File: src/sv/escrle_pkg.sv
// Shared types and constants of the escape run-length byte decoder.
package escrle_pkg;

   // Field widths fixed by the word formats
   localparam int ByteWidth  = 8;
   localparam int TotalWidth = 26;
   localparam int CapWidth   = 26;

   // Byte that opens an escape sequence
   localparam logic [ByteWidth-1:0] EscapeByte = 8'hFF;

   // Output capacity after reset
   localparam logic [31:0] CapReset = 32'd33554432;

   typedef logic [CapWidth-1:0] csr_word_type;

   typedef struct packed {
      logic [ByteWidth-1:0] in_byte;
      logic                 last_byte;
   } req_word_type;

   typedef struct packed {
      logic [ByteWidth-1:0]  out_value;
      logic [ByteWidth-1:0]  run_length;
      logic [TotalWidth-1:0] total_written;
      logic                  stream_end;
   } rsp_word_type;

   // What the decode step hands to the result register
   typedef struct packed {
      logic         emit;
      rsp_word_type word;
   } step_type;

endpackage

File: src/sv/escrle_chan_if.sv
// Valid/ready channel carrying one word of a chosen payload type.
interface escrle_chan_if #(
   parameter type payload_type = logic
) ();
   logic        valid;
   logic        ready;
   payload_type data;

   modport source (output valid, output data, input ready);
   modport sink (input valid, input data, output ready);
endinterface

File: src/sv/escrle_in_reg.sv
// Input register: holds one request word until the decode step takes it.
module escrle_in_reg (
   input  logic                    clock,
   input  logic                    reset,
   input  logic                    in_valid,
   input  escrle_pkg::req_word_type in_word,
   output logic                    in_ready,
   input  logic                    take,
   output logic                    held_valid,
   output escrle_pkg::req_word_type held_word
);
   import escrle_pkg::*;

   logic         valid_ff;
   req_word_type word_ff;

   // Accept a new word when empty or when the held one leaves this cycle
   assign in_ready   = !valid_ff || take;
   assign held_valid = valid_ff;
   assign held_word  = word_ff;

   // Hold the word; the payload needs no reset
   always_ff @(posedge clock) begin
      if (reset) begin
         valid_ff <= 1'b0;
      end else if (in_ready) begin
         valid_ff <= in_valid;
      end
   end

   always_ff @(posedge clock) begin
      if (in_valid && in_ready) begin
         word_ff <= in_word;
      end
   end

endmodule

File: src/sv/escrle_core.sv
// Decode step: parse phase, pending count, written count and capacity register.
module escrle_core #(
   parameter int COUNT_WIDTH = 26
) (
   input  logic                     clock,
   input  logic                     reset,
   input  logic                     csr_write,
   input  escrle_pkg::csr_word_type csr_data,
   input  logic                     fire,
   input  escrle_pkg::req_word_type item,
   output escrle_pkg::step_type     step
);
   import escrle_pkg::*;

   localparam int WideWidth = 33;
   localparam logic [COUNT_WIDTH-1:0] CapResetValue = COUNT_WIDTH'(CapReset);

   typedef enum logic [1:0] {
      PH_LITERAL,
      PH_COUNT,
      PH_VALUE
   } phase_type;

   phase_type               phase_ff, phase_in, phase_upd;
   logic [ByteWidth-1:0]    held_ff, held_in, held_upd;
   logic [COUNT_WIDTH-1:0]  written_ff, written_in, written_upd;
   logic [COUNT_WIDTH-1:0]  cap_ff, cap_in;

   logic                    not_full;
   logic [COUNT_WIDTH-1:0]  room;
   logic [WideWidth-1:0]    held_wide, room_wide, cut_wide;
   logic [31:0]             csr_wide, written_wide;
   logic                    have;
   logic [ByteWidth-1:0]    value, run;

   // Widen the write data, then keep the counter width
   assign csr_wide = 32'(csr_data);
   assign cap_in   = csr_wide[COUNT_WIDTH-1:0];

   // Space left and the run cut to it
   assign not_full  = written_ff < cap_ff;
   assign room      = cap_ff - written_ff;
   assign held_wide = WideWidth'(held_ff);
   assign room_wide = WideWidth'(room);
   assign cut_wide  = (held_wide < room_wide) ? held_wide : room_wide;

   // Parse one byte; a full output ignores it
   always_comb begin
      phase_upd   = phase_ff;
      held_upd    = held_ff;
      written_upd = written_ff;
      have        = 1'b0;
      value       = '0;
      run         = '0;
      if (not_full) begin
         case (phase_ff)
            PH_COUNT: begin
               held_upd  = item.in_byte;
               phase_upd = PH_VALUE;
            end
            PH_VALUE: begin
               value       = item.in_byte;
               run         = cut_wide[ByteWidth-1:0];
               written_upd = written_ff + COUNT_WIDTH'(cut_wide);
               phase_upd   = PH_LITERAL;
               have        = 1'b1;
            end
            default: begin
               if (item.in_byte == EscapeByte) begin
                  phase_upd = PH_COUNT;
               end else begin
                  value       = item.in_byte;
                  run         = ByteWidth'(1);
                  written_upd = written_ff + COUNT_WIDTH'(1);
                  phase_upd   = PH_LITERAL;
                  have        = 1'b1;
               end
            end
         endcase
      end
   end

   // Clear the stream state after the last byte
   assign phase_in   = item.last_byte ? PH_LITERAL : phase_upd;
   assign held_in    = item.last_byte ? '0 : held_upd;
   assign written_in = item.last_byte ? '0 : written_upd;

   // Build the result word; an end marker without data carries a zero value and run length
   assign written_wide            = 32'(written_upd);
   assign step.emit               = have || item.last_byte;
   assign step.word.out_value     = value;
   assign step.word.run_length    = run;
   assign step.word.total_written = written_wide[TotalWidth-1:0];
   assign step.word.stream_end    = item.last_byte;

   // Hold state; advance on each word taken from the input register
   always_ff @(posedge clock) begin
      if (reset) begin
         cap_ff     <= CapResetValue;
         phase_ff   <= PH_LITERAL;
         held_ff    <= '0;
         written_ff <= '0;
      end else begin
         if (csr_write) begin
            cap_ff <= cap_in;
         end
         if (fire) begin
            phase_ff   <= phase_in;
            held_ff    <= held_in;
            written_ff <= written_in;
         end
      end
   end

endmodule

File: src/sv/escrle_out_reg.sv
// Result register: holds one response word until the receiver takes it.
module escrle_out_reg (
   input  logic                    clock,
   input  logic                    reset,
   input  logic                    load,
   input  escrle_pkg::rsp_word_type load_word,
   output logic                    free,
   output logic                    out_valid,
   output escrle_pkg::rsp_word_type out_word,
   input  logic                    out_ready
);
   import escrle_pkg::*;

   logic         valid_ff;
   rsp_word_type word_ff;

   // Room for a new word when empty or when the held one is taken now
   assign free      = !valid_ff || out_ready;
   assign out_valid = valid_ff;
   assign out_word  = word_ff;

   always_ff @(posedge clock) begin
      if (reset) begin
         valid_ff <= 1'b0;
      end else if (free) begin
         valid_ff <= load;
      end
   end

   // Hold the payload while stalled
   always_ff @(posedge clock) begin
      if (free && load) begin
         word_ff <= load_word;
      end
   end

endmodule

File: src/sv/escape_rle_byte_decoder.sv
// Top level of the escape run-length byte decoder.
//
// Usage:
//   req_chan carries one encoded byte per word with a last_byte flag. A byte
//   other than 0xFF gives one response with run_length 1. 0xFF, a count byte
//   and a value byte give one response with the value and the run length,
//   which may be zero. Output is capped at out_capacity bytes: a run is cut
//   to the space left, and once full further bytes are dropped. The word
//   flagged last_byte always gives a response with stream_end set and the
//   total written, then the stream state clears.
//   csr_chan writes out_capacity; it is always ready. The user writes it
//   only while the decoder is idle; the block itself does not enforce this.
//   A request passes through the input register, then the decode step, into
//   the result register. Throughput is one word per cycle while the receiver
//   keeps up, set by the single decode step between the two registers. A
//   stalled receiver holds the result register; the input register takes one
//   more word, then req_chan.ready drops.
//   Reset empties both registers, clears the stream state and sets
//   out_capacity to 33554432.
module escape_rle_byte_decoder #(
   parameter int COUNT_WIDTH = 26
) (
   input  logic         clock,
   input  logic         reset,
   escrle_chan_if.sink   req_chan,
   escrle_chan_if.source rsp_chan,
   escrle_chan_if.sink   csr_chan
);
   import escrle_pkg::*;

   logic         in_valid;
   req_word_type in_word;
   logic         out_free;
   logic         fire;
   step_type     step;

   // Configuration is taken at once
   assign csr_chan.ready = 1'b1;

   // Advance when the input register holds a word and the result slot is free
   assign fire = in_valid && out_free;

   escrle_in_reg u_in_reg (
      .clock      (clock),
      .reset      (reset),
      .in_valid   (req_chan.valid),
      .in_word    (req_chan.data),
      .in_ready   (req_chan.ready),
      .take       (fire),
      .held_valid (in_valid),
      .held_word  (in_word)
   );

   escrle_core #(
      .COUNT_WIDTH (COUNT_WIDTH)
   ) u_core (
      .clock     (clock),
      .reset     (reset),
      .csr_write (csr_chan.valid && csr_chan.ready),
      .csr_data  (csr_chan.data),
      .fire      (fire),
      .item      (in_word),
      .step      (step)
   );

   escrle_out_reg u_out_reg (
      .clock     (clock),
      .reset     (reset),
      .load      (fire && step.emit),
      .load_word (step.word),
      .free      (out_free),
      .out_valid (rsp_chan.valid),
      .out_word  (rsp_chan.data),
      .out_ready (rsp_chan.ready)
   );

   // A last byte always produces an end-of-stream response
   assert property (@(posedge clock) disable iff (reset)
      fire && in_word.last_byte |=> rsp_chan.valid && rsp_chan.data.stream_end)
      else $error("last byte gave no end-of-stream response");

   // The running total always covers the run just written
   assert property (@(posedge clock) disable iff (reset)
      rsp_chan.valid |->
         rsp_chan.data.total_written >= TotalWidth'(rsp_chan.data.run_length))
      else $error("total written below run length");

   // Back-pressure on requests only with a word waiting in the input register
   assert property (@(posedge clock) disable iff (reset)
      !req_chan.ready |-> in_valid && !out_free)
      else $error("request channel stalled without cause");

endmodule

File: src/flat_wrapper.sv
// flat-port wrapper written by rule: the top's interface ports become plain ports
module escape_rle_byte_decoder_flat import escrle_pkg::*;
#(
   parameter int COUNT_WIDTH = 26
)
  (clock, reset, req_chan_valid, req_chan_data, req_chan_ready, rsp_chan_valid, rsp_chan_data, rsp_chan_ready, csr_chan_valid, csr_chan_data, csr_chan_ready);
  escrle_chan_if #(.payload_type(req_word_type)) req_chan_i ();
  escrle_chan_if #(.payload_type(rsp_word_type)) rsp_chan_i ();
  escrle_chan_if #(.payload_type(csr_word_type)) csr_chan_i ();
  input  logic clock;
  input  logic reset;
  input wire logic [$bits(req_chan_i.valid)-1:0] req_chan_valid;
  input wire logic [$bits(req_chan_i.data)-1:0] req_chan_data;
  output wire logic [$bits(req_chan_i.ready)-1:0] req_chan_ready;
  output wire logic [$bits(rsp_chan_i.valid)-1:0] rsp_chan_valid;
  output wire logic [$bits(rsp_chan_i.data)-1:0] rsp_chan_data;
  input wire logic [$bits(rsp_chan_i.ready)-1:0] rsp_chan_ready;
  input wire logic [$bits(csr_chan_i.valid)-1:0] csr_chan_valid;
  input wire logic [$bits(csr_chan_i.data)-1:0] csr_chan_data;
  output wire logic [$bits(csr_chan_i.ready)-1:0] csr_chan_ready;
  assign req_chan_i.valid = req_chan_valid;
  assign req_chan_i.data = req_chan_data;
  assign req_chan_ready = req_chan_i.ready;
  assign rsp_chan_valid = rsp_chan_i.valid;
  assign rsp_chan_data = rsp_chan_i.data;
  assign rsp_chan_i.ready = rsp_chan_ready;
  assign csr_chan_i.valid = csr_chan_valid;
  assign csr_chan_i.data = csr_chan_data;
  assign csr_chan_ready = csr_chan_i.ready;
  escape_rle_byte_decoder #(.COUNT_WIDTH(COUNT_WIDTH)) u_core (.clock(clock), .reset(reset), .req_chan(req_chan_i), .rsp_chan(rsp_chan_i), .csr_chan(csr_chan_i));
endmodule
File: config.mk
export PLATFORM = sky130hd
export DESIGN_NAME = escape_rle_byte_decoder_flat
export DESIGN_NICKNAME = d
export VERILOG_FILES = /design/src/sv/escrle_pkg.sv /design/src/sv/escrle_chan_if.sv /design/src/sv/escrle_in_reg.sv /design/src/sv/escrle_core.sv /design/src/sv/escrle_out_reg.sv /design/src/sv/escape_rle_byte_decoder.sv /design/src/flat_wrapper.sv
export SDC_FILE = /design/constraint.sdc
export NUM_CORES = 1
export LEC_CHECK = 0
export BUFFER_PORTS_ARGS = -buffer_cell sky130_fd_sc_hd__buf_4
export CAP_MARGIN = 20
export CELL_PAD_IN_SITES_DETAIL_PLACEMENT = 0
export CELL_PAD_IN_SITES_GLOBAL_PLACEMENT = 1
export CORE_MARGIN = 4
export CORE_UTILIZATION = 49
export CTS_CLUSTER_SIZE = 20
export DETAILED_ROUTE_END_ITERATION = 8
export PLACE_DENSITY = 0.86
export SYNTH_ARGS = -nofsm -noshare
export SYNTH_HDL_FRONTEND = slang
export SYNTH_SLANG_ARGS = --single-unit
File: constraint.sdc
create_clock -name clock -period 20.1 [get_ports clock]
set_input_delay 5.025 -clock clock [delete_from_list [all_inputs] [get_ports clock]]
set_output_delay 5.025 -clock clock [all_outputs]
set_load 0.02 [all_outputs]
==> run summary, run 1 <==
### Min path
- u_core.u_core.cap_ff[17] — Worst Hold Launch
- register to register — path type of the worst min-delay path

### Clocking
- 0 — post-CTS setup repair buffer count
- 0 — # hold bufs at CTS
- 0 — post-cts gate resize count
- 4 — # H-tree levels
- 116 — clock sink count
- 0.43 ns — source-to-sink clock delay at the later pin of the worst-skew pair
- 0.06 ns — clock transition time at the flip-flop clock pins of the worst setup and hold paths
- 17 — cts bufs inserted
- 2 — clock tree buffer depth
- built — CTS tree
- sky130_fd_sc_hd__clkbuf_16 — Clk Tree Root Cell

### Critical path
- rsp_chan_ready — Critical Path Start
- buffers and inverters — category of cells accounting for the largest share of critical-path delay
- sky130_fd_sc_hd__nand3b_1 — Critical Path Slowest Stage Cell
- primary input — kind of start point of the critical path
- output pin — crit path capture type
- 15.07 ns — required time of the worst setup path
- u_core.u_core.written_ff[0] — worst reg2reg path startpoint
- 2 — number of buffers and inverters on the critical path
- 3 — largest fanout on the critical path
- primary input to output pin — path type of the worst setup path
- buf_4 -> nand3b_1 -> buf_4 — ordered list of cells on the worst path
- 0.18 ns — Critical Path Max Stage Delay
- 5.50 ns — Worst Path Arrival
- sky130_fd_sc_hd__buf_4 — cell repeated most along the worst path

### Timing
- 0 — final setup violation count
- 0 ns — TNS Setup
- 0.0950 GHz — Fmax
- 0.498 ns — hold slack
- 0.993 ns — worst-margin pin slew
- 33.7% — max-slew headroom at the worst pin
- false — setup repair after global routing missed its margin
- 0 — count of pins over their slew limit
- 10.53 ns — min cycle time layout
- 0 — hold violation count in the final report
- 52.4% — final clock period utilization by the worst path
- 9.57 ns — post-route worst setup slack
- 0.0142 ns — Post-Route Skew

### Global routing
- 47 — largest net degree at the start of global routing
- 42.6 mm — wire length of the first global-routing pass
- 26.8% — GRT Total Usage
- 0 — antenna violations before repair
- 0 — GR Overflow Total
- 7793 — vias in the first global route

### Layout
- 1212 — final-stage net count
- 0 — ANT cells
- sky130_fd_sc_hd__a21oi_1 — commonest non-fill, non-tap cell in the layout
- 5540 um^2 — multi-input combinational cell area
- sky130_fd_sc_hd__a21oi_1 (90), sky130_fd_sc_hd__buf_4 (88), sky130_fd_sc_hd__nor2_1 (82) — commonest cells after routing, fill and taps aside
- 2840 um^2 — storage element area
- 16.5% — Area growth, synth to finish
- 13.5% — share of layout cells above drive strength 1
- 1597 — final-layout fill cell count

### Pwr
- 71.1 nW/um^2 — PwrDens
- 0.215 mW — switching power total
- 19.8% — part of the power in combinational logic
- 4.20 nW — Static Leak
- 0.507 mW — internal power of the cells
- 0.722 mW — Tot Pwr
- 29.8% — switching part of the total
- 0.0649 mV — worst vdd ir
- 43.9% — Clk network pwr share
- 36.3% — fraction of power consumed by sequential logic

### Synthesis
- sky130_fd_sc_hd__edfxtp_1 (18%), sky130_fd_sc_hd__dfxtp_1 (15%), sky130_fd_sc_hd__ha_1 (9.2%) — cell types occupying the most area after synthesis
- 1027 — synthesized instance count
- sky130_fd_sc_hd__dfxtp_1 — dominant register cell in the synthesized netlist
- 82 — library cells used by synthesis
- 116 — Seq cells post-synth
- sky130_fd_sc_hd__edfxtp_1 — Yosys top cell by area
- 8.48 um^2 — Mean Syn Cell Area
- 32.6% — part of the Yosys area used for sequential elements
- 0 — warnings from Yosys
- 52 — Post-synth EDFFs
- 0% — ys async rst share
- 8710 um^2 — netlist area before placement
- 17.9% — top cell type's share of synthesized area

### Placement
- 9.58 ns — pre-CTS worst setup slack
- 84 — count of buffers inserted at the top-level ports
- 20.0 mm — hpwl dp
- 0.925 — gp weighted congestion

### Route
- 8365 — routed vias
- 0 — number of design rule violations left after detail routing
- 5 — first-pass detailed-route iteration total
- 701 — Starting DRT DRC Count
- 0 — number of nets still failing antenna checks after routing
- 6.22 — average vias per placed instance
- 26.6 mm — overall routed net length
- 19.8 um — routed length per instance

### Die
- 20000 um^2 — Die Outline Area
- 17400 um^2 — area of the core
- 50.2% — starting utilization of the core area
- 141 um — die width
- 48 — Row Count
- 141 um — die boundary height
- 86 — number of primary I/O pins

### Run
- 0 — maximum capacitance violations

### Run status
- finished, final reports clean — result of the run

[worst min-delay path, cell delays in order (launching register included)]
cell and delay (ns):
sky130_fd_sc_hd__dfxtp_1 0.32, sky130_fd_sc_hd__mux2i_1 0.06, sky130_fd_sc_hd__nor2_1 0.07
[worst paths after layout]
kind                                         to  slack [ns]  cells past startpoint
hold / removal         u_core.u_core.cap_ff[17]        0.50                      2
setup / recovery                 req_chan_ready        9.57                      3
hold reg to reg        u_core.u_core.cap_ff[17]        0.50                      2
setup reg to reg  u_core.u_out_reg.out_word[26]       11.92                     27
[metal layers]
layer	up-vias	part of all wire, %	GRT usage, %
met2	301	47	44.0
met3	43	6.4	4.72
met5	-	0	0
met1	3992	45	36.9
li1	4029	-	-
met4	0	1.8	6.53
[Yosys cell counts, drive strengths merged (9+ instances only)]
cell type / n
o21a: 12
mux2i: 36
nor2: 84
a21o: 22
nor3: 26
nand2b: 11
and2: 19
o21ai: 70
or3: 12
xnor2: 16
a22o: 15
inv: 59
buf: 11
ha: 64
dfxtp: 64
nand3: 32
edfxtp: 52
nand2: 74
and3: 9
nand4: 16
a22oi: 14
nor2b: 13
a31oi: 14
clkbuf: 33
o31ai: 17
a21oi: 94
[power groups by stage]
stage / combinational, mW / clock (mW) / sequential (mW)
floorplan: 0.0954 / 0 / 0.271
global placement: 0.139 / 0 / 0.267
detailed placement: 0.140 / 0 / 0.267
CTS: 0.141 / 0.321 / 0.262
global route: 0.157 / 0.333 / 0.263
finish: 0.143 / 0.317 / 0.262
[area by class of cell]
cell class                      instances  share of cell area, %
Clock buffer                           18                   4.23
Sequential cell                       116                   28.0
Inverter                               59                   2.18
Tap cell                              225                   2.77
Timing Repair Buffer                   88                   6.51
Multi-Input combinational cell        824                   54.5
Clock inverter                         14                   1.76
[cells by family (layout without fill, tap and decap cells)]
group | count (synthesis) | in the layout | share of synthesized area (%)
AO/OA/AOI/OAI | 345 | 345 | 26.6
XOR/XNOR | 24 | 24 | 2.41
adder cells (fa/ha/maj) | 66 | 66 | 9.65
buffers and inverters | 103 | 179 | 4.68
flip-flops | 116 | 116 | 32.6
multiplexers | 36 | 36 | 4.14
other | 2 | 18 | 0.0862
AND/OR/NAND/NOR | 335 | 335 | 19.8
[flip-flops by register name (all words and copies together), names as in the netlist]
register,count
u_core.u_in_reg.held_valid,1
u_core.u_core.phase_ff,2
u_core.u_out_reg.out_valid,1
u_core.u_out_reg.out_word,43
u_core.u_core.cap_ff,26
u_core.u_in_reg.held_word,9
u_core.u_core.held_ff,8
u_core.u_core.written_ff,26
[per-stage QoR]
stage	util, %	instance area, um^2	instances
2_1_floorplan	-	8770	1043
3_3_place_gp	55.0	9540	1312
4_1_cts	58.5	10100	1344
5_1_grt	58.5	10100	1344
6_report	58.5	10100	1344
3_5_place_dp	55.0	9540	1312
No activity file was read; power rests on OpenSTA's default activity.
==> run 2, diff against run 1 <==
CORE_UTILIZATION = 46   (was 49)
PLACE_DENSITY = 0.82   (was 0.86)
clock period = 9.76 ns   (was 20.1 ns; I/O delays follow)
==> run summary, run 2 (same netlist as run 1, synthesis figures left out) <==
### Placement
- 20.9 mm — hpwl dp
- 84 — count of buffers inserted at the top-level ports
- 0.907 — gp weighted congestion

### Clocking
- 0 — post-CTS setup repair buffer count
- 4 — # H-tree levels
- 17 — cts bufs inserted
- 0 — post-cts gate resize count
- 0 — # hold bufs at CTS
- 0.43 ns — source-to-sink clock delay at the later pin of the worst-skew pair
- sky130_fd_sc_hd__clkbuf_16 — Clk Tree Root Cell
- built — CTS tree
- 2 — clock tree buffer depth
- 116 — clock sink count
- 0.06 ns — clock transition time at the flip-flop clock pins of the worst setup and hold paths

### Die
- 86 — number of primary I/O pins
- 21200 um^2 — Die Outline Area
- 146 um — die boundary height
- 146 um — die width
- 50 — Row Count
- 46.7% — starting utilization of the core area
- 18600 um^2 — area of the core

### Global routing
- 43.8 mm — wire length of the first global-routing pass
- 0 — GR Overflow Total
- 25.9% — GRT Total Usage
- 7939 — vias in the first global route
- 0 — antenna violations before repair
- 47 — largest net degree at the start of global routing

### Route
- 27.7 mm — overall routed net length
- 20.5 um — routed length per instance
- 0 — number of nets still failing antenna checks after routing
- 8251 — routed vias
- 808 — Starting DRT DRC Count
- 6.10 — average vias per placed instance
- 0 — number of design rule violations left after detail routing
- 8 — first-pass detailed-route iteration total

### Critical path
- 27 — FF-to-FF path depth
- register — crit path capture type
- register — kind of start point of the critical path
- 8 — largest fanout on the critical path
- 7.94 ns — Worst Path Arrival
- u_core.u_core.written_ff[0] — worst reg2reg path startpoint
- u_core.u_core.written_ff[0] — Critical Path Start
- register to register — path type of the worst setup path
- 10.04 ns — required time of the worst setup path

### Pwr
- 1.47 mW — Tot Pwr
- 4.20 nW — Static Leak
- 0.108 mV — worst vdd ir
- 145 nW/um^2 — PwrDens

### Timing
- 24.5% — max-slew headroom at the worst pin
- false — setup repair after global routing missed its margin
- 7.66 ns — min cycle time layout
- 0 — count of pins over their slew limit
- 1.12 ns — worst-margin pin slew
- 78.4% — final clock period utilization by the worst path
- 0.131 GHz — Fmax
- 0 ns — TNS Setup
- 0 — hold violation count in the final report
- 0.0103 ns — Post-Route Skew
- 0 — final setup violation count

### Layout
- 13.6% — share of layout cells above drive strength 1
- 5540 um^2 — multi-input combinational cell area
- sky130_fd_sc_hd__a21oi_1 (90), sky130_fd_sc_hd__buf_4 (88), sky130_fd_sc_hd__nor2_1 (82) — commonest cells after routing, fill and taps aside
- 54.4% — core occupancy in the finished layout
- 16.3% — Area growth, synth to finish
- 43 — max FFs per register
- 1212 — final-stage net count
- 1780 — final-layout fill cell count
- 2840 um^2 — storage element area
- 0 — ANT cells
- sky130_fd_sc_hd__a21oi_1 — commonest non-fill, non-tap cell in the layout

### Run status
- finished, final reports clean — result of the run

### Run
- 0 — maximum capacitance violations

### Min path
- register to register — path type of the worst min-delay path
- 2 — cell count of the worst hold path
- u_core.u_core.cap_ff[9] — Worst Hold Launch

run 2: cell count changes in the layout (fill, tap and decap cells not counted), sizes merged:
cell and delta:
clkinv -2, clkinvlp -1, bufinv -2, inv +5
run 2: report_power, final:
| group | internal [mW] | switching (mW) |
|---|---|---|
| clock network | 0.365 | 0.264 |
| logic | 0.112 | 0.186 |
| registers | 0.528 | 0.0115 |
run 2: worst max-delay path, stage by stage, from the launching register on:
cell and delay [ns]:
sky130_fd_sc_hd__dfxtp_1 0.48, sky130_fd_sc_hd__ha_1 0.22, sky130_fd_sc_hd__inv_1 0.06, sky130_fd_sc_hd__fa_1 0.40
sky130_fd_sc_hd__nand3_1 0.15, sky130_fd_sc_hd__nand2_1 0.10, sky130_fd_sc_hd__a21o_1 0.18, sky130_fd_sc_hd__a21oi_1 0.16
sky130_fd_sc_hd__xnor2_1 0.18, sky130_fd_sc_hd__inv_1 0.07, sky130_fd_sc_hd__ha_1 0.27, sky130_fd_sc_hd__o21ai_0 0.08
sky130_fd_sc_hd__nand2b_1 0.09, sky130_fd_sc_hd__or3b_1 0.33, sky130_fd_sc_hd__or4_1 0.39, sky130_fd_sc_hd__and4bb_2 0.29
sky130_fd_sc_hd__o2111a_1 0.18, sky130_fd_sc_hd__nand4b_1 0.36, sky130_fd_sc_hd__o31ai_1 0.58, sky130_fd_sc_hd__nand2_1 0.11
sky130_fd_sc_hd__ha_1 0.35, sky130_fd_sc_hd__a2111oi_0 0.36, sky130_fd_sc_hd__o21ai_0 0.30, sky130_fd_sc_hd__a221o_1 0.45
sky130_fd_sc_hd__a2111oi_0 0.55, sky130_fd_sc_hd__nor2_1 0.10, sky130_fd_sc_hd__or4_1 0.54, sky130_fd_sc_hd__a31oi_1 0.17
run 2: metal layers:
metal	GRT usage [%]	routed length [um]	part of all wire [%]	vias up
met1	34.3	12500	45	3890
met4	8.45	630	2.3	0
li1	-	-	-	4012
met2	42.8	12900	47	299
met3	4.98	1690	6.1	50
met5	0	0	0	-
run 2: final cells by class:
class / count / share of cell area (%)
multi-input cells: 824 / 54.6
flip-flops and latches: 116 / 28.0
repair buffers: 88 / 6.52
clock buffers: 18 / 4.33
well taps: 234 / 2.89
inverters: 59 / 2.19
clock inverters: 14 / 1.41
run 2: final timing paths:
| check | endpoint | slack (ns) |
|---|---|---|
| hold / removal | u_core.u_core.cap_ff[9] | 0.50 |
| setup reg to reg | u_core.u_out_reg.out_word[26] | 2.10 |
| hold reg to reg | u_core.u_core.cap_ff[9] | 0.50 |
| setup / recovery | u_core.u_out_reg.out_word[26] | 2.10 |
run 2: through the flow:
step | area [um^2] | worst slack [ns] | cells | hold slack (ns)
after floorplan | 8770 | 3.05 | 1043 | 0.460
after global placement | 9550 | 2.38 | 1321 | 0.475
after detailed placement | 9550 | 2.23 | 1321 | 0.493
after CTS | 10100 | 2.21 | 1353 | 0.507
after global routing | 10100 | 1.39 | 1353 | 0.535
final | 10100 | 2.10 | 1353 | 0.501
==> run 3, diff against run 2 <==
ABC_AREA = 1   (was not set)
CORE_UTILIZATION = 39   (was 46)
PLACE_DENSITY = 0.78   (was 0.82)
clock period = 6.7 ns   (was 9.76 ns; I/O delays follow)
==> run summary, run 3 <==
### Layout
- sky130_fd_sc_hd__nand2_1 — commonest non-fill, non-tap cell in the layout
- 11200 um^2 — final std cell area, no fill
- 1921 — count of placed standard cells in the final layout, fillers left out
- 15.9% — Area growth, synth to finish
- sky130_fd_sc_hd__nand2_1 (468), sky130_fd_sc_hd__inv_1 (175), sky130_fd_sc_hd__nor2_1 (151) — commonest cells after routing, fill and taps aside
- 11.8% — share of layout cells above drive strength 1
- 0 — ANT cells
- 2571 — final-layout fill cell count
- 2840 um^2 — storage element area
- 1690 — final-stage net count
- 5920 um^2 — multi-input combinational cell area
- 45.9% — core occupancy in the finished layout
- 43 — max FFs per register

### Synthesis
- 0% — ys async rst share
- sky130_fd_sc_hd__nand2_1 — Yosys top cell by area
- sky130_fd_sc_hd__nand2_1 — most common cell in the synthesized netlist
- 18.2% — top cell type's share of synthesized area
- sky130_fd_sc_hd__dfxtp_1 — dominant register cell in the synthesized netlist
- 6.44 um^2 — Mean Syn Cell Area
- 1495 — synthesized instance count
- 0 — warnings from Yosys
- 9630 um^2 — netlist area before placement
- 29.5% — part of the Yosys area used for sequential elements
- sky130_fd_sc_hd__nand2_1 (468), sky130_fd_sc_hd__inv_1 (176), sky130_fd_sc_hd__nor2_1 (151), sky130_fd_sc_hd__a21oi_1 (133), sky130_fd_sc_hd__nand3_1 (87) — Synth top cells by count
- 52 — Post-synth EDFFs
- 49 — library cells used by synthesis
- 116 — Seq cells post-synth
- sky130_fd_sc_hd__nand2_1 (18%), sky130_fd_sc_hd__edfxtp_1 (16%), sky130_fd_sc_hd__dfxtp_1 (13%) — cell types occupying the most area after synthesis

### Clocking
- 2 — clock tree buffer depth
- 116 — clock sink count
- 0 — # hold bufs at CTS
- built — CTS tree
- 0 — post-CTS setup repair buffer count
- 0.06 ns — clock transition time at the flip-flop clock pins of the worst setup and hold paths
- 0 — post-cts gate resize count
- sky130_fd_sc_hd__clkbuf_16 — Clk Tree Root Cell
- 17 — cts bufs inserted
- 0.43 ns — source-to-sink clock delay at the later pin of the worst-skew pair
- 4 — # H-tree levels

### Pwr
- 43.0% — Clk network pwr share
- 1.43 mW — internal power of the cells
- 5.23 nW — Static Leak
- 2.11 mW — Tot Pwr
- 32.2% — switching part of the total
- 189 nW/um^2 — PwrDens
- 0.130 mV — worst vdd ir
- 19.8% — part of the power in combinational logic
- 37.2% — fraction of power consumed by sequential logic
- 0.678 mW — switching power total

### Critical path
- 3 — number of buffers and inverters on the critical path
- sky130_fd_sc_hd__dfxtp_1 — Critical Path Slowest Stage Cell
- register — crit path capture type
- u_core.u_core.written_ff[2] — worst reg2reg path startpoint
- 1.18 ns — Reg2Reg Setup Slack
- 9 — largest fanout on the critical path
- u_core.u_core.written_ff[10] — endpoint of the worst register-to-register path
- 5.87 ns — Worst Path Arrival
- 7.05 ns — required time of the worst setup path
- register — kind of start point of the critical path
- simple AND/OR/NAND/NOR gates — category of cells accounting for the largest share of critical-path delay
- register to register — path type of the worst setup path
- 38 — FF-to-FF path depth
- 0.49 ns — Critical Path Max Stage Delay
- sky130_fd_sc_hd__nand2_1 — cell repeated most along the worst path

### Timing
- 0 — hold violation count in the final report
- 5.52 ns — min cycle time layout
- 0 ns — TNS Setup
- false — setup repair after global routing missed its margin
- 0 — count of pins over their slew limit
- 82.3% — final clock period utilization by the worst path
- 0.0166 ns — Post-Route Skew
- 0.181 GHz — Fmax
- 46.8% — max-slew headroom at the worst pin
- 0 — final setup violation count
- 0.794 ns — worst-margin pin slew

### Route
- 31.9 mm — overall routed net length
- 0 — number of design rule violations left after detail routing
- 0 — number of nets still failing antenna checks after routing
- 9889 — routed vias
- 16.6 um — routed length per instance
- 5.15 — average vias per placed instance
- 846 — Starting DRT DRC Count
- 5 — first-pass detailed-route iteration total

### Die
- 24300 um^2 — area of the core
- 165 um — die width
- 27300 um^2 — Die Outline Area
- 165 um — die boundary height
- 86 — number of primary I/O pins
- 39.6% — starting utilization of the core area
- 57 — Row Count

### Global routing
- 0 — GR Overflow Total
- 23.8% — GRT Total Usage
- 50.2 mm — wire length of the first global-routing pass
- 0 — antenna violations before repair
- 41 — largest net degree at the start of global routing
- 9276 — vias in the first global route

### Min path
- u_core.u_core.phase_ff[1] — Worst Hold Launch
- u_core.u_core.phase_ff[1] — destination of the worst hold path
- 2 — cell count of the worst hold path
- register to register — path type of the worst min-delay path

### Placement
- 10600 um^2 — cell area reported after detailed placement
- 24.7 mm — hpwl dp
- 84 — count of buffers inserted at the top-level ports
- 1889 — number of cells in the design after placement
- 0.951 — gp weighted congestion

### Run status
- finished, final reports clean — result of the run

### Run
- 0 — maximum capacitance violations

-- run 3: cell types whose count changed in the layout (fill, tap and decap cells not counted), sizes merged, moves of 22 or more --
cell / before / now
o21ai: 70 / 92
inv: 65 / 193
a21oi: 94 / 140
nand2: 74 / 481
mux2i: 36 / 0
nand3: 32 / 99
nor2: 84 / 162
-- run 3: worst max path at each step --
stage                                      startpoint                            end  cells past startpoint  slack, ns
final                     u_core.u_core.written_ff[2]   u_core.u_core.written_ff[10]                     38       1.18
after global routing      u_core.u_core.written_ff[2]   u_core.u_core.written_ff[19]                     42       0.65
after CTS                 u_core.u_core.written_ff[2]   u_core.u_core.written_ff[10]                     38       1.28
after detailed placement  u_core.u_core.written_ff[2]   u_core.u_core.written_ff[10]                     38       1.30
after global placement    u_core.u_core.written_ff[2]   u_core.u_core.written_ff[10]                     38       1.38
after floorplan           u_core.u_core.written_ff[1]  u_core.u_out_reg.out_word[21]                     34       2.25
-- run 3: tightest hold or removal path: stages, from the launching register on --
cell	delay [ns]
sky130_fd_sc_hd__dfxtp_1	0.33
sky130_fd_sc_hd__nand2_1	0.07
sky130_fd_sc_hd__a21oi_1	0.05
-- run 3: power by group through the flow --
stage               clock network (mW)  registers, mW  logic, mW
global route                     0.947          0.788      0.471
floorplan                            0          0.811      0.283
finish                           0.906          0.785      0.417
detailed placement                   0          0.800      0.415
global placement                     0          0.801      0.413
CTS                              0.917          0.785      0.417
-- run 3: metal layers --
layer	wire length [um]	up-vias	part of all wire, %	global-route usage, %
li1	-	5051	-	-
met1	14300	4523	45	31.9
met2	15200	283	48	40.6
met3	1840	32	5.8	3.18
met4	576	0	1.8	6.01
met5	0	-	0	0
-- run 3: cell families (layout without fill, tap and decap cells) --
kind of cell / after synthesis / in the layout / synth area share (%)
and+or+nand+nor: 813 / 813 / 36.5
AOI/OAI and AO/OA: 251 / 251 / 14.1
buffers and inverters: 230 / 316 / 9.59
DFF: 116 / 116 / 29.5
adders and majority gates: 66 / 66 / 8.73
xor gates and xnor gates: 17 / 17 / 1.55
other: 2 / 18 / 0.0780
-- run 3: layout make-up --
class	count	share of cell area, %
clock buffer	20	4.29
multi-input combinational	1165	53.1
inverter	193	6.58
timing repair buffer	91	6.12
sequential	116	25.5
tap	324	3.63
clock inverter	12	0.818
-- run 3: stage by stage --
step                hold WS [ns]  setup slack (ns)
floorplan                  0.433              2.25
global placement           0.475              1.38
detailed placement         0.487              1.30
CTS                        0.497              1.28
global route               0.522             0.649
finish                     0.496              1.18
